<file path="src/rtl/binomial_coefficient_table_assert.svh">
// Assertion macros shared by the binomial table RTL.
// Expects clk and rst_n in the scope of every module that uses them.
`ifndef BINOMIAL_COEFFICIENT_TABLE_ASSERT_SVH
`define BINOMIAL_COEFFICIENT_TABLE_ASSERT_SVH

// Same-cycle implication, checked out of reset
`define BCT_ASSERT_IMP(name, ante, cons, msg) \
    name: assert property (@(posedge clk) disable iff (!rst_n) (ante) |-> (cons)) \
        else $error(msg);

// Next-cycle implication, checked out of reset
`define BCT_ASSERT_NXT(name, ante, cons, msg) \
    name: assert property (@(posedge clk) disable iff (!rst_n) (ante) |=> (cons)) \
        else $error(msg);

`endif

</file>
<file path="src/rtl/bct_pkg.sv">
// Shared types and constants for the binomial coefficient table.
// No dependencies; used by every RTL module of the block.
package bct_pkg;

    // Default triangle capacity in rows
    localparam int unsigned MAX_ROWS_DEF = 64;
    // Rows a build can ever produce (max_row is 6 bits)
    localparam int unsigned ROWS_LIMIT   = 64;

    localparam int unsigned COEF_W       = 64;
    localparam int unsigned IDX_W        = 8;
    localparam int unsigned MAX_ROW_W    = 6;
    localparam int unsigned ROWS_W       = 7;

    localparam logic [MAX_ROW_W-1:0] MAX_ROW_RESET = 6'd63;

    // Item opcodes
    localparam logic OP_BUILD = 1'b0;
    localparam logic OP_QUERY = 1'b1;

    // APB register map
    localparam int unsigned APB_ADDR_W = 3;
    localparam int unsigned APB_DATA_W = 32;
    localparam logic REG_MAX_ROW = 1'b0;

    // One triangle entry: sticky overflow mark plus value
    typedef struct packed {
        logic              ovf;
        logic [COEF_W-1:0] value;
    } entry_t;

endpackage

</file>
<file path="src/rtl/bct_apb.sv">
// APB configuration register (max_row) for the binomial table.
// Depends on bct_pkg.
module bct_apb
(
    input  logic                                clk,
    input  logic                                rst_n,
    input  logic                                psel,
    input  logic                                penable,
    input  logic                                pwrite,
    input  logic [bct_pkg::APB_ADDR_W-1:0]      paddr,
    input  logic [bct_pkg::APB_DATA_W-1:0]      pwdata,
    output logic [bct_pkg::APB_DATA_W-1:0]      prdata,
    output logic                                pready,
    output logic [bct_pkg::MAX_ROW_W-1:0]       max_row
);

    logic [bct_pkg::MAX_ROW_W-1:0] max_row_reg;
    logic [bct_pkg::MAX_ROW_W-1:0] max_row_next;
    logic                          sel_max_row;

    assign pready      = 1'b1;
    assign sel_max_row = (paddr[bct_pkg::APB_ADDR_W-1] == bct_pkg::REG_MAX_ROW);

    // Register write on the access phase
    always_comb
    begin
        max_row_next = max_row_reg;
        if (psel && penable && pwrite && sel_max_row)
        begin
            max_row_next = pwdata[bct_pkg::MAX_ROW_W-1:0];
        end
    end

    always_ff @(posedge clk or negedge rst_n)
    begin
        if (!rst_n)
        begin
            max_row_reg <= bct_pkg::MAX_ROW_RESET;
        end
        else
        begin
            max_row_reg <= max_row_next;
        end
    end

    // Read back
    always_comb
    begin
        prdata = '0;
        if (sel_max_row)
        begin
            prdata = {{(bct_pkg::APB_DATA_W - bct_pkg::MAX_ROW_W){1'b0}}, max_row_reg};
        end
    end

    assign max_row = max_row_reg;

endmodule

</file>
<file path="config.mk">
export PLATFORM = sky130hd
export DESIGN_NAME = bct_apb
export DESIGN_NICKNAME = d
export VERILOG_FILES = /design/src/rtl/binomial_coefficient_table_assert.svh /design/src/rtl/bct_pkg.sv /design/src/rtl/bct_apb.sv
export SDC_FILE = /design/constraint.sdc
export NUM_CORES = 1
export LEC_CHECK = 0
export ABC_AREA = 1
export BUFFER_PORTS_ARGS = -buffer_cell sky130_fd_sc_hd__buf_2
export CORE_MARGIN = 1
export CORE_UTILIZATION = 25
export CTS_CLUSTER_SIZE = 8
export DETAILED_ROUTE_END_ITERATION = 8
export PLACE_DENSITY = 0.8
export SKIP_LAST_GASP = 1
export SLEW_MARGIN = 20
export SYNTH_ARGS = -nofsm -noshare
export SYNTH_HDL_FRONTEND = slang
export SYNTH_SLANG_ARGS = --single-unit
</file>
<file path="constraint.sdc">
create_clock -name clk -period 0.85 [get_ports clk]
set_clock_uncertainty 0.15 [all_clocks]
set_input_delay 0.0425 -clock clk [delete_from_list [all_inputs] [get_ports clk]]
set_output_delay 0.0425 -clock clk [all_outputs]
set_load 0.02 [all_outputs]
</file>
======== Word level (Yosys, flattened, before mapping) ========
Cells that the tools add are included.
word-level totals
  register bits after elaboration ......... 6
  input bits .............................. 40
  output and inout bits ................... 39
  logic and storage cells ................. 6
operators by class
  mux-type cells .......................... 1
  bitwise gates (word level) .............. 1
  reductions and logical operators ........ 3
operators with widths
  cell                 number
  $mux W6              1
  $logic_and A1 B1 Y1  3
  $not A1 Y1           1

======== Logic depth before layout (Yosys ltp) ========
Gate-level depths: netlist of the first run.
  depth in word-level cells ............... 3
  gate-level depth with buffers ........... 5
  depth with buffers taken out ............ 5

======== Worst setup path after synthesis of the first run ========
OpenSTA, ideal clock, no wires.
  kind .................................... flip-flop to output port
  from .................................... reg max_row_reg, in the netlist max_row[0]
  to ...................................... out prdata[0] in the netlist's numbering
  arrival ................................. 0.910 ns
  required time ........................... 0.657 ns
  setup slack ............................. -0.252 ns
  cell stages (with the launch flop) ...... 3
  path buffers ............................ 0
  cell sequence ........................... dfstp_2 inv_1 nor2_1
between the ends
  longest elaborated chain between the ends .. 1
ends and longest elaborated chain
  item                    line           RTL
  start, declared         bct_apb.sv:17  logic [bct_pkg::MAX_ROW_W-1:0] max_row_reg;
  start signal, assigned  bct_apb.sv:38  max_row_reg <= bct_pkg::MAX_ROW_RESET;
  start signal, assigned  bct_apb.sv:42  max_row_reg <= max_row_next;
  $mux W6                 bct_apb.sv:50  if (sel_max_row)
  end, declared           bct_apb.sv:12  output logic [bct_pkg::APB_DATA_W-1:0] prdata,
No other way between the ends.

======== Worst setup path after layout of the first run ========
  from .................................... reg max_row_reg, in the netlist max_row[3]
  to ...................................... out prdata[3] in the netlist's numbering
Same word-level chain as after synthesis.

==> metrics, run 1 <==
status finished with violations; failing checks negative setup slack; dominant synthesized flop cell dfstp_2; HP Class in -> reg; synth cell count leaders buf_4, nand2_1, inv_1; Finish-stage setup viols 18; Final Max Tran Viols 0; Die ar. 0.00227 mm^2; GPL Wtd Cong 0.720; CTS sink cnt 6; synth top area cells buf_4, dfstp_2, nand2_1, nand3_1, inv_1; Cell Rows 16; Nets 149; Tmin final 1.21 ns; vias per cell 3.37; post-route clock period utilization 143%; post-detailed-route count of antenna-violating nets 0; Yosys reg bits 6; kind of critical path reg -> out; Worst Setup End Kind output pin; grt total ovfl 0; top-count cell post-synth buf_4; crit path launch max_row[3]; post-synth top area cell buf_4; Wirelength per Cell 7.96 um; R2R cell count 3; final hold violation count 0; Leak 0.000452 uW; reg-to-reg endpoint max_row[2]; CTS tree built; vias in the first global route 366; CP startpoint kind flop; largest net degree at the start of global routing 8; crit path DAT 1.02 ns; Critical R2R Launch max_row[2]; P&R area growth vs syn 59.7%; buffer depth of the longest clock path 2; WL final 1.07 mm; 1st-iter DRT viols 4; Synth Instances 70; IR drop worst, VDD 498 uV; initial antenna violation count 0; Synth top area share 38.8%; ys async rst share 100%; R2R Setup Slk -0.10 ns; Setup WS post-layout -0.362 ns; drt drc 0; Netlist cell types 9; Fillers 227; Final TNS setup -4.40 ns; FMAX 0.825 GHz; Syn. warnings 0; syn avg cell area 7.45 um^2; Min Hold Slack 0.00136 ns; Antenna Cells 0; Post-synth EDFFs 0; die height 47.7 um; max FFs per register 6; hpwl dp 853 um; Port Buffers 23; Seq/Total Area, Yosys 30.2%; core area 0.00196 mm^2; PwrDens 1690 mW/mm^2; starting density of the core 26.6%; H-tree Lvls 1; Root Buffer clkbuf_4; die width 47.7 um; clock slew at reported path FFs 0.04 ns; vias 452; Post-Synthesis Cell Area 522 um^2; WP data required 0.66 ns; gr usage total 9.88%; Detailed Routing Iterations Pass 1 4; I/O Pins 79; CP max FO 3; fraction of layout cells with a size suffix above 1 52.3%; clock network latency to the later pin of the worst-skew pair 0.24 ns; CP endpoint prdata[3]; RSZ-0062 raised after global routing true; number of CTS-inserted buffers 3; max-cap violations 0; Finished Core Util 42.5%; first-pass GRT wire length 1.46 mm
[final cells by class]
type / instances / area, um^2 / area share (%)
inverters: 8 / 30.0 / 3.60
clock buffers: 3 / 22.5 / 2.70
well taps: 27 / 33.8 / 4.05
flip-flops and latches: 6 / 158 / 18.9
multi-input cells: 54 / 280 / 33.6
repair buffers: 36 / 309 / 37.1
[where the power goes]
group          internal (uW)  switching [uW]
logic                    310             413
registers                381            48.3
clock network            159            99.0
total                    851             560
[metrics by stage]
step           power, uW  setup WS, ns  area, um^2  std cells
2_1_floorplan        864        -0.137         661         95
3_3_place_gp         953        -0.139         644        123
3_5_place_dp         964        -0.151         644        123
4_1_cts             1370        -0.374         802        133
5_1_grt             1510        -0.403         833        134
6_report            1410        -0.362         833        134
[cell families (layout without fill, tap and decap cells)]
logic type,Yosys count,count (layout),synth area share (%)
other,2,27,1.44
and+or+nand+nor,27,27,23.7
buffers and inverters,35,47,44.6
DFF,6,6,30.2
[worst min-delay path by stage]
stage                  start  cells after the start    endpoint  slack [ns]
floorplan              rst_n                      0  max_row[0]       -0.26
global placement       rst_n                      1  max_row[3]        -0.1
detailed placement     rst_n                      1  max_row[1]       -0.08
CTS                 paddr[2]                      4  max_row[3]      -0.001
global route        paddr[2]                      4  max_row[3]        0.03
finish              paddr[2]                      4  max_row[3]       0.001
[cell usage in the layout, fill, tap and decap left out]
cell,n
nand2_4,1
dlygate4sd3_1,7
inv_1,2
nand3_1,6
dfstp_2,6
clkbuf_4,3
nor2_4,7
nand2_1,9
conb_1,27
inv_2,6
buf_6,13
buf_4,5
buf_2,11
nand2_2,4
[per-layer routing]
metal  track usage, %  vias to the layer above  wire [um]
li1                 -                      227          -
met1             10.7                      196        423
met2             17.0                       29        553
met3             3.40                        0         89
met4             5.00                        0          0
met5                0                        -          0
[critical path: stages (launching register included)]
cell,delay [ns]
dfstp_2,0.55
inv_2,0.05
nor2_4,0.07
buf_6,0.11
[timing repair]
action,in CTS,in global routing
buffers inserted,0,1
endpoints found under the setup margin,16,18
hold buffers,7,0
endpoints found under the hold margin,12,0
resized for setup,25,10
pin swaps,0,0
cloned,0,0
(Power assumes the default switching activity.)
==> run 2, diff against run 1 <==
- CELL_PAD_IN_SITES_DETAIL_PLACEMENT: not set -> 1
- CELL_PAD_IN_SITES_GLOBAL_PLACEMENT: not set -> 1
- CORE_UTILIZATION: 25 -> 15
- PLACE_DENSITY: 0.8 -> 0.82
==> run 2 against run 1 <==
- the flow finishes with violations (negative hold slack, negative setup slack)
- core utilization decreased by 17 points
- total power fell by 1.6%
- cell area up 1.1%
- combinational power decreased by 3.3%
- critical path type unchanged
- largest power group unchanged
==> metrics, run 2 (synthesis gave the netlist of run 1 again) <==
status finished with violations; failing checks negative hold slack, negative setup slack; Tmin final 1.24 ns (+0.0266 ns); CP max FO 3 (unchanged); final hold violation count 6 (+6); max-cap violations 0 (unchanged); WP data required 0.66 ns (about the same); Setup WS post-layout -0.389 ns (-0.0266 ns); Nets 148 (-0.67%); Final Max Tran Viols 0 (unchanged); total power 1390 uW (-1.6%); clock network latency to the later pin of the worst-skew pair 0.24 ns (about the same); CTS sink cnt 6 (unchanged); Leak 0.000446 uW (-1.3%); Finish-stage setup viols 16 (-2); core area 0.00334 mm^2 (+70%); vias in the first global route 417 (+14%); Fillers 418 (+84%); Register Area 158 um^2 (unchanged); initial antenna violation count 0 (unchanged); die width 61.0 um (+28%); first-pass GRT wire length 1.66 mm (+13%); IR drop worst, VDD 288 uV (-42%); CTS tree built; 1st-iter DRT viols 2 (-2); die height 61.0 um (+28%); H-tree Lvls 1 (unchanged); GPL Wtd Cong 0.642 (-11%); Multi-input gate area 280 um^2 (unchanged); post-detailed-route count of antenna-violating nets 0 (unchanged); drt drc 0 (unchanged); Worst Setup End Kind output pin; Antenna Cells 0 (unchanged); crit path DAT 1.05 ns (+0.03 ns); Place WS -0.157 ns (-0.00673 ns); CP Cell Sequence inv_2, nor2_4, buf_6; starting density of the core 15.6% (-11 points); Final TNS setup -4.23 ns (+0.172 ns); vias 458 (+1.3%); FMAX 0.807 GHz (-2.1%); Detailed Routing Iterations Pass 1 2 (-2); Finished Core Util 25.2% (-17 points); post-route clock period utilization 146% (+3.1 points); clock slew at reported path FFs 0.04 ns (about the same); RSZ-0062 raised after global routing true; Die ar. 0.00372 mm^2 (+64%); most common cell after layout, fill and taps aside conb_1; I/O Pins 79 (unchanged); # hold bufs at CTS 7 (unchanged); crit path max-delay cell type dfstp_2; vias per cell 3.01 (-11%); Cell Rows 21 (+5); most frequent cells in the layout conb_1, nand2_1, buf_2, buf_6; WL final 1.15 mm (+8.3%); P&R area growth vs syn 61.4%; max FFs per register 6 (unchanged); buffer depth of the longest clock path 2 (unchanged); number of CTS-inserted buffers 3 (unchanged); Root Buffer clkbuf_4; Wirelength per Cell 7.59 um (-4.6%); fraction of layout cells with a size suffix above 1 50.0% (-2.3 points); Min Hold Slack -0.0517 ns (-0.0531 ns); hpwl dp 908 um (+6.4%); grt total ovfl 0 (unchanged); HP Class in -> reg; PwrDens 1650 mW/mm^2 (-2.6%); gr usage total 6.23% (-3.7 points); Port Buffers 23 (unchanged); CP startpoint kind flop; CP peak stage delay 0.55 ns (about the same); largest net degree at the start of global routing 8 (unchanged); kind of critical path reg -> out
==> run 2: report_power, final <==
part / internal, uW / total [uW] / leakage (uW) / switching, uW
Combinational: 298 / 699 / 0.000370 / 401
Sequential: 382 / 433 / 0.0000628 / 51.4
Clock: 159 / 258 / 0.0000138 / 98.2
==> run 2: layout make-up <==
class                   instances  area share (%)
well taps                      46            6.84
clock buffers                   3            2.67
repair buffers                 35            34.9
inverters                       8            3.57
flip-flops and latches          6            18.7
multi-input cells              54            33.3
==> run 2: final timing paths <==
kind	from	end	slack, ns	cells past startpoint
max	max_row[3]	prdata[3]	-0.39	3
min in group asynchronous	rst_n	max_row[4]	0.19	2
min	paddr[2]	max_row[3]	-0.05	4
min reg2reg	max_row[1]	max_row[1]	0.32	2
max reg2reg	max_row[5]	max_row[5]	-0.17	4
max in group asynchronous	rst_n	max_row[2]	0.34	2
==> run 2: routing by layer <==
| metal | global-route usage [%] | share of wire, % |
|---|---|---|
| met2 | 12.2 | 59 |
| met1 | 5.13 | 29 |
| met3 | 1.07 | 8.1 |
| met4 | 5.84 | 3.9 |
| met5 | 0 | 0 |
==> run 2: repair_timing <==
item | 4_1_cts | 5_1_grt
endpoints found under the setup margin | 14 | 18
pin swaps | 0 | 2
gates resized for setup | 25 | 7
setup buffers | 1 | 3
hold endpoints to repair | 12 | 6
==> run 2: through the flow <==
| stage | instance area (um^2) | instances |
|---|---|---|
| 5_1_grt | 842 | 152 |
| 3_3_place_gp | 638 | 138 |
| 2_1_floorplan | 661 | 95 |
| 4_1_cts | 795 | 149 |
| 6_report | 842 | 152 |
| 3_5_place_dp | 638 | 138 |
==> run 2: critical path, delay by kind of cell (launching register included) <==
kind	cells	cell delay [ns]
DFF	1	0.55
buffers and inverters	2	0.17
and+or+nand+nor	1	0.08
==> run 3, diff against run 2 <==
- SETUP_SLACK_MARGIN: not set -> 0.5
==> run 3 against run 2 <==
- the run still ends with negative hold slack, negative setup slack left
- non-clock buffer count shrank 6
- final cell count decreased by 3.9%
- sequential cell count stayed put
- fmax rose by 0.14%
- clock power hardly changed
- count of clock-buffer cells in the layout is the same
- combinational power fell by 0.6%
- global-route usage decreased by 0.088 points
- critical path depth unchanged
- sequential power about the same
- via count shrank 4.1%
- critical endpoint unchanged
- highest routed layer unchanged
==> metrics, run 3 (synthesis gave the netlist of run 1 again) <==
GPL Wtd Cong 0.642 (unchanged); largest net degree at the start of global routing 8 (unchanged); gr usage total 6.14% (-0.088 points); reg-to-reg endpoint max_row[5]; die width 61.0 um (unchanged); Tmin final 1.24 ns (-0.00175 ns); most common cell after layout, fill and taps aside conb_1; Die ar. 0.00372 mm^2 (unchanged); grt total ovfl 0 (unchanged); WL final 1.13 mm (-1.8%); I/O Pins 79 (unchanged); Fillers 415 (-0.72%); Nets 142 (-4.1%); drt drc 0 (unchanged); most frequent cells in the layout conb_1, buf_2, buf_6; final hold violation count 12 (+6); CTS sink cnt 6 (unchanged); Wirelength per Cell 7.76 um (+2.2%); Antenna Cells 0 (unchanged); Setup WS post-layout -0.387 ns (+0.00175 ns); fraction of layout cells with a size suffix above 1 56.0% (+6.0 points); failing checks negative hold slack, negative setup slack; vias 439 (-4.1%); kind of critical path reg -> out; CP Cell Sequence inv_2, nor2_4, buf_6; post-route clock period utilization 146% (-0.21 points); 1st-iter DRT viols 3 (+1); placed insts 138 (unchanged); die height 61.0 um (unchanged); buffer depth of the longest clock path 2 (unchanged); Final TNS setup -4.34 ns (-0.111 ns); Place WS -0.157 ns (unchanged); status finished with violations; R2R Setup Slk -0.17 ns (about the same); Cell Rows 21 (unchanged); clock network latency to the later pin of the worst-skew pair 0.24 ns (about the same); CP startpoint kind flop; number of CTS-inserted buffers 3 (unchanged); vias per cell 3.01 (-0.21%); Multi-input gate area 285 um^2 (+1.8%); Leak 0.000422 uW (-5.4%); Critical R2R Launch max_row[5]; clock slew at reported path FFs 0.04 ns (about the same); initial antenna violation count 0 (unchanged); first-pass GRT wire length 1.61 mm (-3.0%); Detailed Routing Iterations Pass 1 2 (unchanged); hpwl dp 908 um (unchanged); vias in the first global route 401 (-3.8%); Min Hold Slack -0.347 ns (-0.295 ns); Root Buffer clkbuf_4; CP max FO 3 (unchanged); Finished Core Util 23.5% (-1.7 points); Register Area 158 um^2 (unchanged); Final Max Tran Viols 0 (unchanged); P&R area growth vs syn 50.4%; CP peak stage delay 0.55 ns (about the same); Worst Setup End Kind output pin; R2R cell count 4 (unchanged); RSZ-0062 raised after global routing true; crit path max-delay cell type dfstp_2; H-tree Lvls 1 (unchanged); Finish-stage setup viols 17 (+1); HP Class in -> async; starting density of the core 15.6% (unchanged); CTS tree built; post-detailed-route count of antenna-violating nets 0 (unchanged); max FFs per register 6 (unchanged); FMAX 0.809 GHz (+0.14%); PwrDens 1770 mW/mm^2 (+7.1%); crit path DAT 1.04 ns (about the same); IR drop worst, VDD 289 uV (+0.52%); Port Buffers 23 (unchanged); core area 0.00334 mm^2 (unchanged); max-cap violations 0 (unchanged); Final Instance Count excl. Fillers 146 (-3.9%); WP data required 0.66 ns (about the same)
-- run 3: cell types whose count changed in the layout (fill, tap and decap cells not counted), sizes merged --
cell / delta
buf: +1
dlygate4sd3: -7
-- run 3: metrics by stage --
step | total power [uW] | area (um^2)
final | 1390 | 785
after global routing | 1480 | 785
after CTS | 1290 | 724
after detailed placement | 917 | 638
after global placement | 905 | 638
after floorplan | 864 | 661
-- run 3: how the worst max path moves through the flow --
stage / from / slack [ns] / to / cells past startpoint
2_1_floorplan: max_row[0] / -0.14 / prdata[0] / 2
3_3_place_gp: max_row[3] / -0.14 / prdata[3] / 3
3_5_place_dp: max_row[4] / -0.16 / prdata[4] / 3
4_1_cts: max_row[4] / -0.37 / prdata[4] / 3
5_1_grt: max_row[3] / -0.42 / prdata[3] / 3
6_report: max_row[3] / -0.39 / prdata[3] / 3
-- run 3: worst max-delay path, delay by kind of cell (launching register included) --
kind | cells | cell delay [ns]
flops | 1 | 0.55
buf+inv | 2 | 0.17
simple gates | 1 | 0.08
-- run 3: final cells by class --
cell class                 count  share of cell area [%]
clock buffer                   3                    2.87
sequential                     6                    20.1
tap                           46                    7.34
timing repair buffer          29                    29.5
multi-input combinational     54                    36.4
inverter                       8                    3.83
-- run 3: where the power goes --
group,leakage (uW),internal [uW],switching (uW),total (uW)
Combinational,0.000346,291,404,695
Clock,0.0000138,159,98.2,258
Sequential,0.0000628,382,51.9,434
-- run 3: timing repair --
action                                  CTS  global route
endpoints found under the setup margin   18            18
gates resized for setup                  25             9
hold endpoints to repair                 12            12
setup buffers                             1             4
pin swaps                                 0             3
-- run 3: routing by layer --
layer / vias to the layer above / track usage, % / routed length, um
met1: 188 / 4.75 / 314
met3: 5 / 1.28 / 104
met2: 33 / 12.2 / 668
met4: 0 / 5.84 / 45
li1: 213 / - / -
met5: - / 0 / 0
