<file path="config.mk">
export PLATFORM = sky130hd
export DESIGN_NAME = bct_ctrl
export DESIGN_NICKNAME = d
export VERILOG_FILES = /design/src/rtl/bct_pkg.sv /design/src/rtl/bct_ctrl.sv
export VERILOG_INCLUDE_DIRS = /design/src /design/src/rtl
export SDC_FILE = /design/constraint.sdc
export NUM_CORES = 1
export LEC_CHECK = 0
export CAP_MARGIN = 20
export CORE_MARGIN = 8
export CORE_UTILIZATION = 47
export CTS_BUF_LIST = sky130_fd_sc_hd__clkbuf_4 sky130_fd_sc_hd__clkbuf_8
export DETAILED_ROUTE_END_ITERATION = 10
export DONT_BUFFER_PORTS = 1
export GPL_TIMING_DRIVEN = 0
export PLACE_DENSITY_LB_ADDON = 0.05
export SLEW_MARGIN = 20
export SYNTH_ARGS = -nofsm -noshare
export SYNTH_HDL_FRONTEND = slang
export SYNTH_SLANG_ARGS = --single-unit
</file>
<file path="constraint.sdc">
create_clock -name clk -period 6.1 [get_ports clk]
set_input_delay 1.83 -clock clk [delete_from_list [all_inputs] [get_ports clk]]
set_output_delay 1.83 -clock clk [all_outputs]
set_load 0.05 [all_outputs]
</file>
<file path="src/rtl/binomial_coefficient_table_assert.svh">
// Assertion macros shared by the binomial table RTL.
// Expects clk and rst_n in the scope of every module that uses them.
`ifndef BINOMIAL_COEFFICIENT_TABLE_ASSERT_SVH
`define BINOMIAL_COEFFICIENT_TABLE_ASSERT_SVH

// Same-cycle implication, checked out of reset
`define BCT_ASSERT_IMP(name, ante, cons, msg) \
    name: assert property (@(posedge clk) disable iff (!rst_n) (ante) |-> (cons)) \
        else $error(msg);

// Next-cycle implication, checked out of reset
`define BCT_ASSERT_NXT(name, ante, cons, msg) \
    name: assert property (@(posedge clk) disable iff (!rst_n) (ante) |=> (cons)) \
        else $error(msg);

`endif

</file>
<file path="src/rtl/bct_pkg.sv">
// Shared types and constants for the binomial coefficient table.
// No dependencies; used by every RTL module of the block.
package bct_pkg;

    // Default triangle capacity in rows
    localparam int unsigned MAX_ROWS_DEF = 64;
    // Rows a build can ever produce (max_row is 6 bits)
    localparam int unsigned ROWS_LIMIT   = 64;

    localparam int unsigned COEF_W       = 64;
    localparam int unsigned IDX_W        = 8;
    localparam int unsigned MAX_ROW_W    = 6;
    localparam int unsigned ROWS_W       = 7;

    localparam logic [MAX_ROW_W-1:0] MAX_ROW_RESET = 6'd63;

    // Item opcodes
    localparam logic OP_BUILD = 1'b0;
    localparam logic OP_QUERY = 1'b1;

    // APB register map
    localparam int unsigned APB_ADDR_W = 3;
    localparam int unsigned APB_DATA_W = 32;
    localparam logic REG_MAX_ROW = 1'b0;

    // One triangle entry: sticky overflow mark plus value
    typedef struct packed {
        logic              ovf;
        logic [COEF_W-1:0] value;
    } entry_t;

endpackage

</file>
<file path="src/rtl/bct_ctrl.sv">
// Sequencer for the binomial table: build walk, query lookup, output register.
// Depends on bct_pkg and the assertion macro header.
`include "binomial_coefficient_table_assert.svh"

module bct_ctrl
#(
    parameter int unsigned MAX_ROWS = bct_pkg::MAX_ROWS_DEF,
    parameter int unsigned ADDR_W   = 12
)
(
    input  logic                               clk,
    input  logic                               rst_n,
    // input channel
    input  logic                               in_valid,
    output logic                               in_stall,
    input  logic                               opcode,
    input  logic [bct_pkg::IDX_W-1:0]          row_index,
    input  logic [bct_pkg::IDX_W-1:0]          column_index,
    // configuration
    input  logic [bct_pkg::MAX_ROW_W-1:0]      max_row,
    // store
    output logic                               wr_en,
    output logic [ADDR_W-1:0]                  wr_addr,
    output bct_pkg::entry_t                    wr_data,
    output logic [ADDR_W-1:0]                  rd_addr,
    input  bct_pkg::entry_t                    rd_data,
    // adder
    output bct_pkg::entry_t                    sum_a,
    output bct_pkg::entry_t                    sum_b,
    input  bct_pkg::entry_t                    sum_res,
    // output channel
    output logic                               out_valid,
    input  logic                               out_stall,
    output logic [bct_pkg::COEF_W-1:0]         coefficient,
    output logic                               overflowed,
    output logic                               out_of_range,
    output logic [bct_pkg::ROWS_W-1:0]         rows_built
);

    localparam int unsigned DEPTH    = MAX_ROWS * (MAX_ROWS + 1) / 2;
    localparam int unsigned ROWS_CAP = (MAX_ROWS > bct_pkg::ROWS_LIMIT) ?
                                       bct_pkg::ROWS_LIMIT : MAX_ROWS;
    localparam int unsigned ROW_W    = $clog2(ROWS_CAP);
    localparam int unsigned PROD_RAW = 2 * ROW_W + 2;
    localparam int unsigned PROD_W   = (PROD_RAW > ADDR_W) ? PROD_RAW : ADDR_W;

    typedef enum logic [5:0] {
        S_IDLE    = 6'b000001,
        S_B_ISSUE = 6'b000010,
        S_B_WRITE = 6'b000100,
        S_Q_ADDR  = 6'b001000,
        S_Q_READ  = 6'b010000,
        S_OUT     = 6'b100000
    } state_t;

    state_t                          state_reg, state_next;
    logic [ROW_W-1:0]                row_reg, row_next;
    logic [ROW_W-1:0]                col_reg, col_next;
    logic [ADDR_W-1:0]               wa_reg, wa_next;
    bct_pkg::entry_t                 prev_reg, prev_next;
    logic [bct_pkg::ROWS_W-1:0]      tgt_reg, tgt_next;
    logic [bct_pkg::ROWS_W-1:0]      built_reg, built_next;
    logic [bct_pkg::IDX_W-1:0]       qn_reg, qn_next;
    logic [bct_pkg::IDX_W-1:0]       qk_reg, qk_next;
    logic [bct_pkg::COEF_W-1:0]      res_coef_reg, res_coef_next;
    logic                            res_ovf_reg, res_ovf_next;
    logic                            res_rng_reg, res_rng_next;
    logic                            out_valid_reg, out_valid_next;
    logic [bct_pkg::COEF_W-1:0]      coef_out_reg, coef_out_next;
    logic                            ovf_out_reg, ovf_out_next;
    logic                            rng_out_reg, rng_out_next;
    logic [bct_pkg::ROWS_W-1:0]      rows_out_reg, rows_out_next;

    logic                            accept;
    logic                            out_free;
    logic                            edge_entry;
    logic                            entry_done;
    logic                            row_last;
    logic                            build_last;
    logic [bct_pkg::ROWS_W-1:0]      rows_req;
    logic [ADDR_W-1:0]               parent_addr;
    logic                            q_range;
    logic [ROW_W:0]                  qn_ext, qn_inc;
    logic [PROD_W-1:0]               q_prod;
    logic [PROD_W-1:0]               q_slot;
    bct_pkg::entry_t                 one_entry;

    assign accept   = in_valid && (state_reg == S_IDLE);
    assign in_stall = (state_reg != S_IDLE);
    assign out_free = !out_valid_reg || !out_stall;

    assign one_entry.ovf   = 1'b0;
    assign one_entry.value = {{(bct_pkg::COEF_W-1){1'b0}}, 1'b1};

    // Row count a build produces, capped at the store's rows
    assign rows_req = (bct_pkg::ROWS_W'(max_row) + 1'b1 > bct_pkg::ROWS_W'(ROWS_CAP)) ?
                      bct_pkg::ROWS_W'(ROWS_CAP) : bct_pkg::ROWS_W'(max_row) + 1'b1;

    // Build walk: entries are written in slot order, parent (n-1,k) sits n slots back
    assign edge_entry  = (col_reg == '0) || (col_reg == row_reg);
    assign row_last    = (col_reg == row_reg);
    assign build_last  = (bct_pkg::ROWS_W'(row_reg) + 1'b1 == tgt_reg);
    assign parent_addr = wa_reg - {{(ADDR_W-ROW_W){1'b0}}, row_reg};
    assign entry_done  = ((state_reg == S_B_ISSUE) && edge_entry) || (state_reg == S_B_WRITE);

    // Query slot n*(n+1)/2 + k; only used when n and k are in range
    assign q_range = (qn_reg >= bct_pkg::IDX_W'(built_reg)) || (qk_reg > qn_reg);
    assign qn_ext  = {1'b0, qn_reg[ROW_W-1:0]};
    assign qn_inc  = qn_ext + 1'b1;
    assign q_prod  = PROD_W'(qn_ext) * PROD_W'(qn_inc);
    assign q_slot  = (q_prod >> 1) + {{(PROD_W-ROW_W){1'b0}}, qk_reg[ROW_W-1:0]};

    // Adder operands: left parent held, right parent from the store
    assign sum_a = prev_reg;
    assign sum_b = rd_data;

    // Store ports
    assign wr_en   = entry_done;
    assign wr_addr = wa_reg;
    assign wr_data = (state_reg == S_B_WRITE) ? sum_res : one_entry;
    assign rd_addr = (state_reg == S_Q_ADDR) ? q_slot[ADDR_W-1:0] : parent_addr;

    // Sequencer
    always_comb
    begin
        state_next    = state_reg;
        row_next      = row_reg;
        col_next      = col_reg;
        wa_next       = wa_reg;
        prev_next     = prev_reg;
        tgt_next      = tgt_reg;
        built_next    = built_reg;
        qn_next       = qn_reg;
        qk_next       = qk_reg;
        res_coef_next = res_coef_reg;
        res_ovf_next  = res_ovf_reg;
        res_rng_next  = res_rng_reg;

        unique case (state_reg)
            S_IDLE:
            begin
                if (accept)
                begin
                    qn_next = row_index;
                    qk_next = column_index;
                    if (opcode == bct_pkg::OP_BUILD)
                    begin
                        row_next   = '0;
                        col_next   = '0;
                        wa_next    = '0;
                        tgt_next   = rows_req;
                        state_next = S_B_ISSUE;
                    end
                    else
                    begin
                        state_next = S_Q_ADDR;
                    end
                end
            end
            S_B_ISSUE:
            begin
                if (edge_entry)
                begin
                    prev_next = one_entry;
                end
                else
                begin
                    state_next = S_B_WRITE;
                end
            end
            S_B_WRITE:
            begin
                prev_next  = rd_data;
                state_next = S_B_ISSUE;
            end
            S_Q_ADDR:
            begin
                if (q_range)
                begin
                    res_coef_next = '0;
                    res_ovf_next  = 1'b0;
                    res_rng_next  = 1'b1;
                    state_next    = S_OUT;
                end
                else
                begin
                    state_next = S_Q_READ;
                end
            end
            S_Q_READ:
            begin
                res_coef_next = rd_data.ovf ? '1 : rd_data.value;
                res_ovf_next  = rd_data.ovf;
                res_rng_next  = 1'b0;
                state_next    = S_OUT;
            end
            S_OUT:
            begin
                if (out_free)
                begin
                    state_next = S_IDLE;
                end
            end
            default:
            begin
                state_next = S_IDLE;
            end
        endcase

        // Advance the build walk after each written entry
        if (entry_done)
        begin
            wa_next = wa_reg + 1'b1;
            if (row_last)
            begin
                if (build_last)
                begin
                    built_next    = tgt_reg;
                    res_coef_next = '0;
                    res_ovf_next  = 1'b0;
                    res_rng_next  = 1'b0;
                    state_next    = S_OUT;
                end
                else
                begin
                    row_next   = row_reg + 1'b1;
                    col_next   = '0;
                    state_next = S_B_ISSUE;
                end
            end
            else
            begin
                col_next   = col_reg + 1'b1;
                state_next = S_B_ISSUE;
            end
        end
    end

    // Output register
    always_comb
    begin
        out_valid_next = out_valid_reg && out_stall;
        coef_out_next  = coef_out_reg;
        ovf_out_next   = ovf_out_reg;
        rng_out_next   = rng_out_reg;
        rows_out_next  = rows_out_reg;
        if ((state_reg == S_OUT) && out_free)
        begin
            out_valid_next = 1'b1;
            coef_out_next  = res_coef_reg;
            ovf_out_next   = res_ovf_reg;
            rng_out_next   = res_rng_reg;
            rows_out_next  = built_reg;
        end
    end

    // Control state
    always_ff @(posedge clk or negedge rst_n)
    begin
        if (!rst_n)
        begin
            state_reg     <= S_IDLE;
            built_reg     <= '0;
            out_valid_reg <= 1'b0;
        end
        else
        begin
            state_reg     <= state_next;
            built_reg     <= built_next;
            out_valid_reg <= out_valid_next;
        end
    end

    // Datapath registers
    always_ff @(posedge clk)
    begin
        row_reg      <= row_next;
        col_reg      <= col_next;
        wa_reg       <= wa_next;
        prev_reg     <= prev_next;
        tgt_reg      <= tgt_next;
        qn_reg       <= qn_next;
        qk_reg       <= qk_next;
        res_coef_reg <= res_coef_next;
        res_ovf_reg  <= res_ovf_next;
        res_rng_reg  <= res_rng_next;
        coef_out_reg <= coef_out_next;
        ovf_out_reg  <= ovf_out_next;
        rng_out_reg  <= rng_out_next;
        rows_out_reg <= rows_out_next;
    end

    assign out_valid    = out_valid_reg;
    assign coefficient  = coef_out_reg;
    assign overflowed   = ovf_out_reg;
    assign out_of_range = rng_out_reg;
    assign rows_built   = rows_out_reg;

    // Checks
    `BCT_ASSERT_NXT(a_query_starts, accept && (opcode == bct_pkg::OP_QUERY), state_reg == S_Q_ADDR, "query item did not start lookup")
    `BCT_ASSERT_IMP(a_build_addr, wr_en, wa_reg < ADDR_W'(DEPTH), "build write past end of store")
    `BCT_ASSERT_IMP(a_result_from_out, $rose(out_valid_reg), $past(state_reg == S_OUT), "result appeared outside output state")
    `BCT_ASSERT_IMP(a_count_from_build, built_reg != $past(built_reg), $past(state_reg == S_B_ISSUE || state_reg == S_B_WRITE), "row count changed outside a build")

endmodule

</file>
Yosys cells after proc, flatten, opt, wreduce, memory -nomap -nowiden. Cells that the tools add are included.

Flip-flop bits (word level): 265. Input bits: 157. Output and inout port bits: 295. Word-level logic and storage cells: 111.

Add/sub/neg operators: 8. Multipliers: 1. Order comparisons: 3. Equal/unequal tests: 14. Multiplexer cells: 46. Bitwise operators: 1. Reduce and logical (&&, ||, !) cells: 20.

Operators by type and width (number): 2-to-1 mux 64 bit (5); 2-to-1 mux 65 bit (2); case mux 65 bit (2 select lines) (1); case mux 64 bit (2 select lines) (1); 2-to-1 mux 6 bit (19); 2-to-1 mux 12 bit (5); case mux 6 bit (6 select lines) (1); adder 6 x 1 -> 7 bit (second input constant) (3); multiplier 6 x 7 -> 13 bit (1); adder 12 x 1 -> 12 bit (second input constant) (1); adder 12 x 6 -> 12 bit (1); adder 6 x 1 -> 6 bit (second input constant) (2); AND reduction 3 bit (4); subtractor 12 x 6 -> 12 bit (1); 2-to-1 mux 1 bit (9); != test 3 bit (second input constant) (3); >= comparator 8 x 7 -> 1 bit (1); greater-than comparator 8 bit (1); equality test 7 bit (1); greater-than comparator 7 bit (second input constant) (1); equality test 6 x 1 -> 1 bit (second input constant) (1); equality test 6 x 2 -> 1 bit (second input constant) (1); equality test 6 x 3 -> 1 bit (second input constant) (1); equality test 6 x 4 -> 1 bit (second input constant) (1); 15 further kinds (26).

Longest topological paths before layout. Gate-level depths: netlist of the first run.

Depth in word-level cells: 7. Depth in mapped cells: 21. Mapped depth without buffers: 21.

Least setup slack after synthesis of the first run. No wires, ideal clock.

Kind: reg2out. Start: reg qn_reg[0] (netlist bit). End: out rd_addr[10]. Data arrival time: 5244 ps. Required time: 4270 ps. Slack: -974 ps. Stages on the path, launching flop included: 20. Path buffers: 0. Path through: edfxtp_1 -> ha_1 -> nand3_1 -> ha_1 -> nor2_1 -> fa_1 -> inv_1 -> fa_1 -> fa_1 -> inv_1 -> ha_1 -> xor2_1 -> ha_1 -> nand2_1 -> o21ai_0 -> a21oi_1 -> nor3_1 -> nand3_1 -> xor2_1 -> mux2i_1.

Word-level cells in the longest chain between the ends: 4.

Ends and longest elaborated chain: start: declaration (line bct_ctrl.sv:63) `logic [bct_pkg::IDX_W-1:0] qn_reg, qn_next;`; start signal: assignment (line bct_ctrl.sv:282) `qn_reg <= qn_next;`; adder 6 x 1 -> 7 bit (line bct_ctrl.sv:109) `assign qn_inc = qn_ext + 1'b1;`; multiplier 6 x 7 -> 13 bit (*) (line bct_ctrl.sv:110) `assign q_prod = PROD_W'(qn_ext) * PROD_W'(qn_inc);`; adder 12 x 6 -> 12 bit (*) (line bct_ctrl.sv:111) `assign q_slot = (q_prod >> 1) + {{(PROD_W-ROW_W){1'b0}}, qk_reg[ROW_W-1:0]};`; 2-to-1 mux 12 bit (*) (line bct_ctrl.sv:121) `assign rd_addr = (state_reg == S_Q_ADDR) ? q_slot[ADDR_W-1:0] : parent_addr;`; end: declaration (line bct_ctrl.sv:25) `output logic [ADDR_W-1:0] rd_addr,`.

Mark *: on every way between the ends. The rest lies on a longest branch, timed or not.

Worst setup path after layout of the first run.
Start: reg qn_reg[0] (netlist bit). End: out rd_addr[7].

The elaborated chain is that of the path after synthesis.

==> results of run 1 <==
## logic make-up (layout without fill, tap and decap cells)
kind of cell             count (synthesis)  after routing
multiplexers                             5              5
buffers and inverters                  197            317
XOR/XNOR                                53             53
other                                    0              2
flip-flops                             265            265
AO/OA/AOI/OAI                          298            298
AND/OR/NAND/NOR                        326            326
adder cells (fa/ha/maj)                 82             82
## critical path, cell delays in order, from the launching register on
cell,delay (ns)
edfxtp_1,0.53
ha_4,0.21
nand3_4,0.10
ha_4,0.31
nor2_2,0.06
fa_1,0.53
inv_1,0.06
fa_1,0.47
fa_1,0.57
inv_2,0.05
ha_4,0.29
a21oi_2,0.06
xnor2_1,0.12
ha_2,0.20
buf_4,0.14
o41ai_2,0.39
buf_4,0.18
nor2_1,0.04
xor2_1,0.20
mux2i_4,0.40
## Yosys cell counts (all sizes together), types with 2 or more instances
| master | count | area [sq um] |
|---|---|---|
| a211oi | 2 | 15.0 |
| a21boi | 3 | 22.5 |
| a21o | 5 | 37.5 |
| a21oi | 94 | 474 |
| a31o | 3 | 26.3 |
| a31oi | 3 | 18.8 |
| and2 | 131 | 820 |
| and3 | 8 | 50.1 |
| and3b | 2 | 17.5 |
| and4 | 2 | 17.5 |
| buf | 78 | 563 |
| clkbuf | 49 | 185 |
| clkinv | 2 | 7.51 |
| dfrtp | 13 | 325 |
| dfxtp | 78 | 1560 |
| edfxtp | 173 | 5190 |
| fa | 22 | 440 |
| ha | 60 | 751 |
| inv | 68 | 255 |
| mux2 | 3 | 33.8 |
| mux2i | 2 | 20.0 |
| nand2 | 42 | 158 |
| nand2b | 6 | 37.5 |
| nand3 | 23 | 125 |
| nand3b | 2 | 15.0 |
| nand4 | 6 | 37.5 |
| nand4b | 2 | 17.5 |
| nor2 | 72 | 278 |
| nor2b | 4 | 25.0 |
| nor3 | 13 | 70.1 |
| nor4 | 5 | 37.5 |
| o211ai | 4 | 30.0 |
| o21a | 4 | 30.0 |
| o21ai | 167 | 836 |
| o21bai | 2 | 15.0 |
| o31ai | 4 | 30.0 |
| or2 | 3 | 18.8 |
| or3 | 3 | 23.8 |
| xnor2 | 22 | 193 |
| xor2 | 30 | 263 |
## repair_timing
action	CTS	global route
resized for setup	42	14
setup buffers	24	6
pin swaps	36	10
endpoints found under the setup margin	10	10
## per-stage QoR
stage	power, uW	utilization	TNS, ns	setup slack [ns]
after detailed placement	6220	0.507	-5.26	-0.835
final	9060	0.559	-8.71	-1.18
after global routing	9700	0.559	-10.48	-1.38
after global placement	6170	0.501	-138.71	-1.84
after CTS	8780	0.555	-8.21	-1.13
after floorplan	5510	-	-1.23	-0.369
## path summary, 6_finish.rpt
kind / start / endpoint / slack (ns) / depth (start not counted)
setup / recovery: qn_reg[0] / rd_addr[7] / -1.18 / 19
min in group asynchronous: rst_n / state_reg[3] / 0.98 / 0
setup reg to reg: qn_reg[2] / res_coef_reg[42] / 3.02 / 12
max in group asynchronous: rst_n / state_reg[0] / 4.95 / 0
hold / removal: res_coef_reg[36] / coefficient[36] / 0.42 / 0
hold reg to reg: res_coef_reg[36] / coefficient[36] / 0.42 / 0
## cell type report
type	count	area [sq um]
antenna	2	5.00
buffer	127	758
clock buffer	70	851
clock inverter	15	92.6
fill	2478	12300
inverter	70	268
multi-input combinational	764	5580
sequential	265	7110
tap	378	473
timing repair buffer	35	385
## report_power, final
group / total, uW / internal, uW / switching [uW]
Combinational: 4650 / 2120 / 2530
Sequential: 2800 / 2330 / 468
Clock: 1610 / 898 / 713
## per-layer routing
| layer | global-route usage | vias to the layer above |
|---|---|---|
| li1 | - | 4362 |
| met1 | 0.262 | 4441 |
| met2 | 0.372 | 350 |
| met3 | 0.0686 | 55 |
| met4 | 0.0545 | 6 |
| met5 | 0 | - |
==> results_tabular.tex, run 1 <==
\begin{tabular}{lr}
\hline
Metric & Value \\
\hline
\multicolumn{2}{l}{\textbf{Outcome}} \\
\quad Run status & finished, violations left \\
\quad Failing checks & negative setup slack \\
\multicolumn{2}{l}{\textbf{Logic synthesis}} \\
\quad Number of synthesized register bits & 265 \\
\quad YS warnings & 0 \\
\quad Synthesized-area fraction occupied by xor and xnor cells & 0.0361 \\
\quad Number of enable flip-flop cells after synthesis & 173 \\
\quad Compound-cell area share of the yosys netlist & 0.122 \\
\quad Unique masters post-synth & 64 \\
\quad Fraction of synthesized area in multiplexers & 0.00407 \\
\quad Largest family of logic cells by synthesized area & simple AND/OR/NAND/NOR gates \\
\quad Post-synthesis share of cell area spent on full adders, half adders and majority gates & 0.0901 \\
\quad Simple logic cell fraction of the synthesized area & 0.134 \\
\quad Post-Syn Area & 13200 sq um \\
\quad Nets in the synthesized netlist & 1465 \\
\quad Ys async rst share & 0.0528 \\
\quad Post-synthesis area per instance & 10.8 sq um \\
\quad Number of instances in the synthesized netlist & 1226 \\
\quad Most used DFF post-synth & edfxtp\_1 \\
\quad Sequential element share of the synthesized area & 0.537 \\
\multicolumn{2}{l}{\textbf{Cells and area}} \\
\quad Final standard cell count with taps included and fillers excluded & 1726 \\
\quad Largest register FFs & 65 \\
\quad Commonest non-fill, non-tap cells in the layout & edfxtp\_1, o21ai\_0, and2\_1 \\
\quad Final cell area excluding filler cells & 15500 sq um \\
\quad Layout net count & 1548 \\
\quad Area added between synthesis and finish & 17.4\% \\
\quad Commonest non-fill, non-tap cell in the layout & edfxtp\_1 \\
\quad Layout cells sized above 1 & 0.210 \\
\multicolumn{2}{l}{\textbf{Route}} \\
\quad Drt initial violations & 490 \\
\quad Detailed Routing Iterations Pass 1 & 5 \\
\quad Detail-routed net length per standard cell & 22.1 um \\
\quad Number of vias in the routed layout & 9214 \\
\quad Wire length reported by the detailed router & 38100 um \\
\quad DRC Markers & 0 \\
\quad Antenna Violating Nets Remaining & 0 \\
\quad Total length of routed met2 wires & 19100 um \\
\quad Total length of routed met3 wires & 3390 um \\
\quad Length of routed wiring on met1 & 14900 um \\
\quad Top layer in use & met5 \\
\quad Number of vias per cell after detailed routing & 5.34 \\
\multicolumn{2}{l}{\textbf{Placed design}} \\
\quad Post-place instance area & 14100 sq um \\
\quad Post-detail-place hpwl & 29300 um \\
\quad Cell count after placement & 1609 \\
\quad Routability cong. & 0.810 \\
\quad Number of port buffers & 0 \\
\multicolumn{2}{l}{\textbf{Timing}} \\
\quad Number of max-slew violations in the final report & 0 \\
\quad Transition at the pin with the smallest max-transition slack & 1.14 ns \\
\quad Final worst-path cycle share & 1.19 \\
\quad Finish-stage setup viols & 9 \\
\quad Worst hold slack & 0.418 ns \\
\quad Top achievable clock speed & 137 MHz \\
\quad Slew margin rel. & 0.244 \\
\quad Worst setup slack after layout & -1.18 ns \\
\quad Number of hold-slack violations in the final timing report & 0 \\
\quad Shortest period the worst path allows & 7.28 ns \\
\quad Worst Clk Skew & 0.0211 ns \\
\quad RSZ-0062 raised after global routing & yes \\
\multicolumn{2}{l}{\textbf{Floorplan}} \\
\quad Standard-cell row count & 61 \\
\quad Die width & 184 um \\
\quad Initial Util & 0.476 \\
\quad Chip Height & 184 um \\
\quad Core area & 27800 sq um \\
\quad Top-level port count & 452 \\
\quad Total die area & 33800 sq um \\
\multicolumn{2}{l}{\textbf{GRT}} \\
\quad Overflow after GRT & 0 \\
\quad Vias in the first global route & 9337 \\
\quad Global-route wire length before repair & 57000 um \\
\quad GRT Overall Usage & 0.217 \\
\quad Antenna violations before repair & 10 \\
\quad Pin count of the biggest net entering global routing & 46 \\
\multicolumn{2}{l}{\textbf{Clock network}} \\
\quad Clock tree from TritonCTS & done \\
\quad Total clock buffers created by CTS & 46 \\
\quad CTS H-tree lvls & 2 \\
\quad Clock latency on the worst-skew pair & 0.55 ns \\
\quad Maximum number of buffers from clock root to sink & 3 \\
\quad Number of clock sinks seen by CTS & 265 \\
\quad Cell at the root of the clock tree & clkbuf\_8 \\
\quad Clock slew at the register clock pins of the worst setup and hold paths & 0.06 ns \\
\quad Count of hold buffers inserted by post-cts repair & 0 \\
\multicolumn{2}{l}{\textbf{Critical path}} \\
\quad Required time at the endpoint of the critical path & 4.27 ns \\
\quad Capturing element type of the critical path & output port \\
\quad Worst EP arrival & 5.45 ns \\
\quad Largest driver fanout on the critical path & 5 \\
\quad Critical path startpoint category & flip-flop \\
\quad Critical path type & reg2out \\
\multicolumn{2}{l}{\textbf{Power}} \\
\quad Peak supply drop & 1.28 mV \\
\quad Power Density & 584 nW/um\^{}2 \\
\quad Pleak & 0.00594 uW \\
\multicolumn{2}{l}{\textbf{Flow run}} \\
\quad Number of max-cap violations & 0 \\
\multicolumn{2}{l}{\textbf{Min path}} \\
\quad Type of the tightest min-delay check & reg2reg \\
\hline
\end{tabular}
Note: power is estimated with default switching activity, not from simulation.
==> run 2, diff against run 1 <==
==> constraint.sdc (replaced) <==
create_clock -name clk -period 6.1 [get_ports clk]
set_input_delay 0.915 -clock clk [delete_from_list [all_inputs] [get_ports clk]]
set_output_delay 0.915 -clock clk [all_outputs]
set_load 0.05 [all_outputs]
==> results_tabular.tex, run 2 (same netlist as run 1, synthesis figures left out) <==
\begin{tabular}{lr}
\hline
Metric & Value \\
\hline
\multicolumn{2}{l}{\textbf{Outcome}} \\
\quad Run status & finished, violations left \\
\quad Failing checks & negative setup slack \\
\multicolumn{2}{l}{\textbf{Clock network}} \\
\quad Clock tree from TritonCTS & done \\
\quad Maximum number of buffers from clock root to sink & 3 \\
\quad Number of clock sinks seen by CTS & 265 \\
\quad Clock slew at the register clock pins of the worst setup and hold paths & 0.06 ns \\
\quad Cell at the root of the clock tree & clkbuf\_8 \\
\quad CTS H-tree lvls & 2 \\
\quad Count of hold buffers inserted by post-cts repair & 0 \\
\quad Total clock buffers created by CTS & 45 \\
\quad Clock latency on the worst-skew pair & 0.56 ns \\
\multicolumn{2}{l}{\textbf{Floorplan}} \\
\quad Initial Util & 0.476 \\
\quad Chip Height & 184 um \\
\quad Die width & 184 um \\
\quad Standard-cell row count & 61 \\
\quad Total die area & 33800 sq um \\
\quad Top-level port count & 452 \\
\quad Core area & 27800 sq um \\
\multicolumn{2}{l}{\textbf{Critical path}} \\
\quad Largest driver fanout on the critical path & 5 \\
\quad Worst EP arrival & 5.49 ns \\
\quad Required time at the endpoint of the critical path & 5.18 ns \\
\quad Capturing element type of the critical path & output port \\
\quad Critical path type & reg2out \\
\quad Critical path startpoint category & flip-flop \\
\multicolumn{2}{l}{\textbf{Timing}} \\
\quad Worst hold slack & 0.0547 ns \\
\quad Shortest period the worst path allows & 6.40 ns \\
\quad Number of hold-slack violations in the final timing report & 0 \\
\quad Worst Clk Skew & 0.0225 ns \\
\quad Top achievable clock speed & 156 MHz \\
\quad Slew margin rel. & 0.294 \\
\quad Finish-stage setup viols & 6 \\
\quad Worst setup slack after layout & -0.302 ns \\
\quad Final worst-path cycle share & 1.05 \\
\quad Number of max-slew violations in the final report & 0 \\
\quad RSZ-0062 raised after global routing & yes \\
\quad Transition at the pin with the smallest max-transition slack & 1.06 ns \\
\multicolumn{2}{l}{\textbf{Cells and area}} \\
\quad Filler Cell Count & 2502 \\
\quad Layout cells sized above 1 & 0.192 \\
\quad Largest register FFs & 65 \\
\quad Register area & 7110 sq um \\
\quad Area occupied by multi-input gates & 5620 sq um \\
\quad Layout net count & 1539 \\
\quad Commonest non-fill, non-tap cells in the layout & edfxtp\_1, o21ai\_0, and2\_1 \\
\quad Total inserted antenna cells & 0 \\
\quad Commonest non-fill, non-tap cell in the layout & edfxtp\_1 \\
\quad Final standard cell count with taps included and fillers excluded & 1714 \\
\quad Area added between synthesis and finish & 16.4\% \\
\multicolumn{2}{l}{\textbf{Placed design}} \\
\quad Routability cong. & 0.807 \\
\quad Number of port buffers & 0 \\
\quad Cell count after placement & 1608 \\
\quad Post-detail-place hpwl & 28700 um \\
\multicolumn{2}{l}{\textbf{Route}} \\
\quad Drt initial violations & 533 \\
\quad DRC Markers & 0 \\
\quad Number of vias in the routed layout & 9164 \\
\quad Detail-routed net length per standard cell & 22.0 um \\
\quad Antenna Violating Nets Remaining & 0 \\
\quad Number of vias per cell after detailed routing & 5.35 \\
\quad Detailed Routing Iterations Pass 1 & 5 \\
\quad Wire length reported by the detailed router & 37600 um \\
\multicolumn{2}{l}{\textbf{Min path}} \\
\quad Type of the tightest min-delay check & in2async \\
\multicolumn{2}{l}{\textbf{GRT}} \\
\quad GRT Overall Usage & 0.210 \\
\quad Antenna violations before repair & 0 \\
\quad Vias in the first global route & 9249 \\
\quad Met2 track utilization from global routing & 0.373 \\
\quad Pin count of the biggest net entering global routing & 44 \\
\quad Global-route wire length before repair & 55200 um \\
\quad Fraction of met1 tracks used by global routing & 0.244 \\
\quad Overflow after GRT & 0 \\
\quad Grt peak-use layer & met2 \\
\quad Global-route met3 utilization & 0.0538 \\
\multicolumn{2}{l}{\textbf{Power}} \\
\quad Pleak & 0.00587 uW \\
\quad Power Density & 586 nW/um\^{}2 \\
\quad Peak supply drop & 0.660 mV \\
\multicolumn{2}{l}{\textbf{Flow run}} \\
\quad Number of max-cap violations & 0 \\
\hline
\end{tabular}
run 2: cell count changes in the layout (fill, tap and decap cells not counted), moves of 3 or more:
| cell | delta |
|---|---|
| o21ai_2 | -3 |
| clkbuf_8 | -4 |
| buf_6 | -4 |
| clkinv_1 | +7 |
| a21oi_1 | +3 |
| a21oi_2 | -5 |
| clkinvlp_4 | -3 |
| nor2_1 | +6 |
| nor2_2 | -4 |
run 2: report_power, final:
part | internal, uW | switching (uW)
registers | 2330 | 473
logic | 1970 | 2680
clock network | 847 | 707
total | 5150 | 3860
run 2: critical path, cell delays in order, from the launching register on:
cell and delay (ns):
edfxtp_1 0.51, ha_4 0.23, inv_1 0.09, ha_4 0.22
inv_2 0.06, nand2_1 0.07, fa_1 0.49, fa_1 0.54
fa_1 0.58, inv_2 0.06, ha_4 0.27, xor2_2 0.16
ha_4 0.31, nand2_4 0.06, o21ai_4 0.16, a21oi_4 0.09
nor3_4 0.23, nand3_2 0.15, xor2_4 0.23, mux2i_4 0.40
run 2: per-stage QoR:
step	total power, uW	utilization	setup slack, ns	instance area (sq um)	setup TNS (ns)
2_1_floorplan	5160	-	0.141	13200	0
3_3_place_gp	5870	0.493	-0.957	13700	-72.34
3_5_place_dp	5910	0.498	-0.550	13800	-3.01
4_1_cts	8190	0.544	-0.295	15100	-1.24
5_1_grt	9560	0.554	-0.524	15400	-2.62
6_report	9010	0.554	-0.302	15400	-1.34
run 2: timing repair:
item                       CTS  global route
pin swaps                   23            26
setup endpoints to repair    9             8
gates resized for setup     49            40
buffers inserted            18             6
gates cloned                 0             0
run 2: path summary, 6_finish.rpt:
check	startpoint	to	slack (ns)	depth (start not counted)
min	rst_n	built_reg[4]	0.05	0
max reg2reg	qn_reg[2]	res_coef_reg[50]	2.62	13
max in group asynchronous	rst_n	state_reg[0]	5.87	0
min in group clk	res_coef_reg[60]	coefficient[60]	0.41	0
min reg2reg	res_coef_reg[60]	coefficient[60]	0.41	0
max	qn_reg[0]	rd_addr[10]	-0.30	19
run 2: final cells by class:
type	instances	area share
buffer	126	0.0484
clock buffer	66	0.0521
clock inverter	17	0.00528
inverter	70	0.0176
multi-input combinational	764	0.365
sequential	265	0.462
tap	378	0.0307
timing repair buffer	28	0.0189
run 2: layer usage:
layer / vias up / wire [um]
met1: 4437 / 14900
met4: 0 / 836
met5: - / 0
met3: 54 / 2660
li1: 4342 / -
met2: 331 / 19300
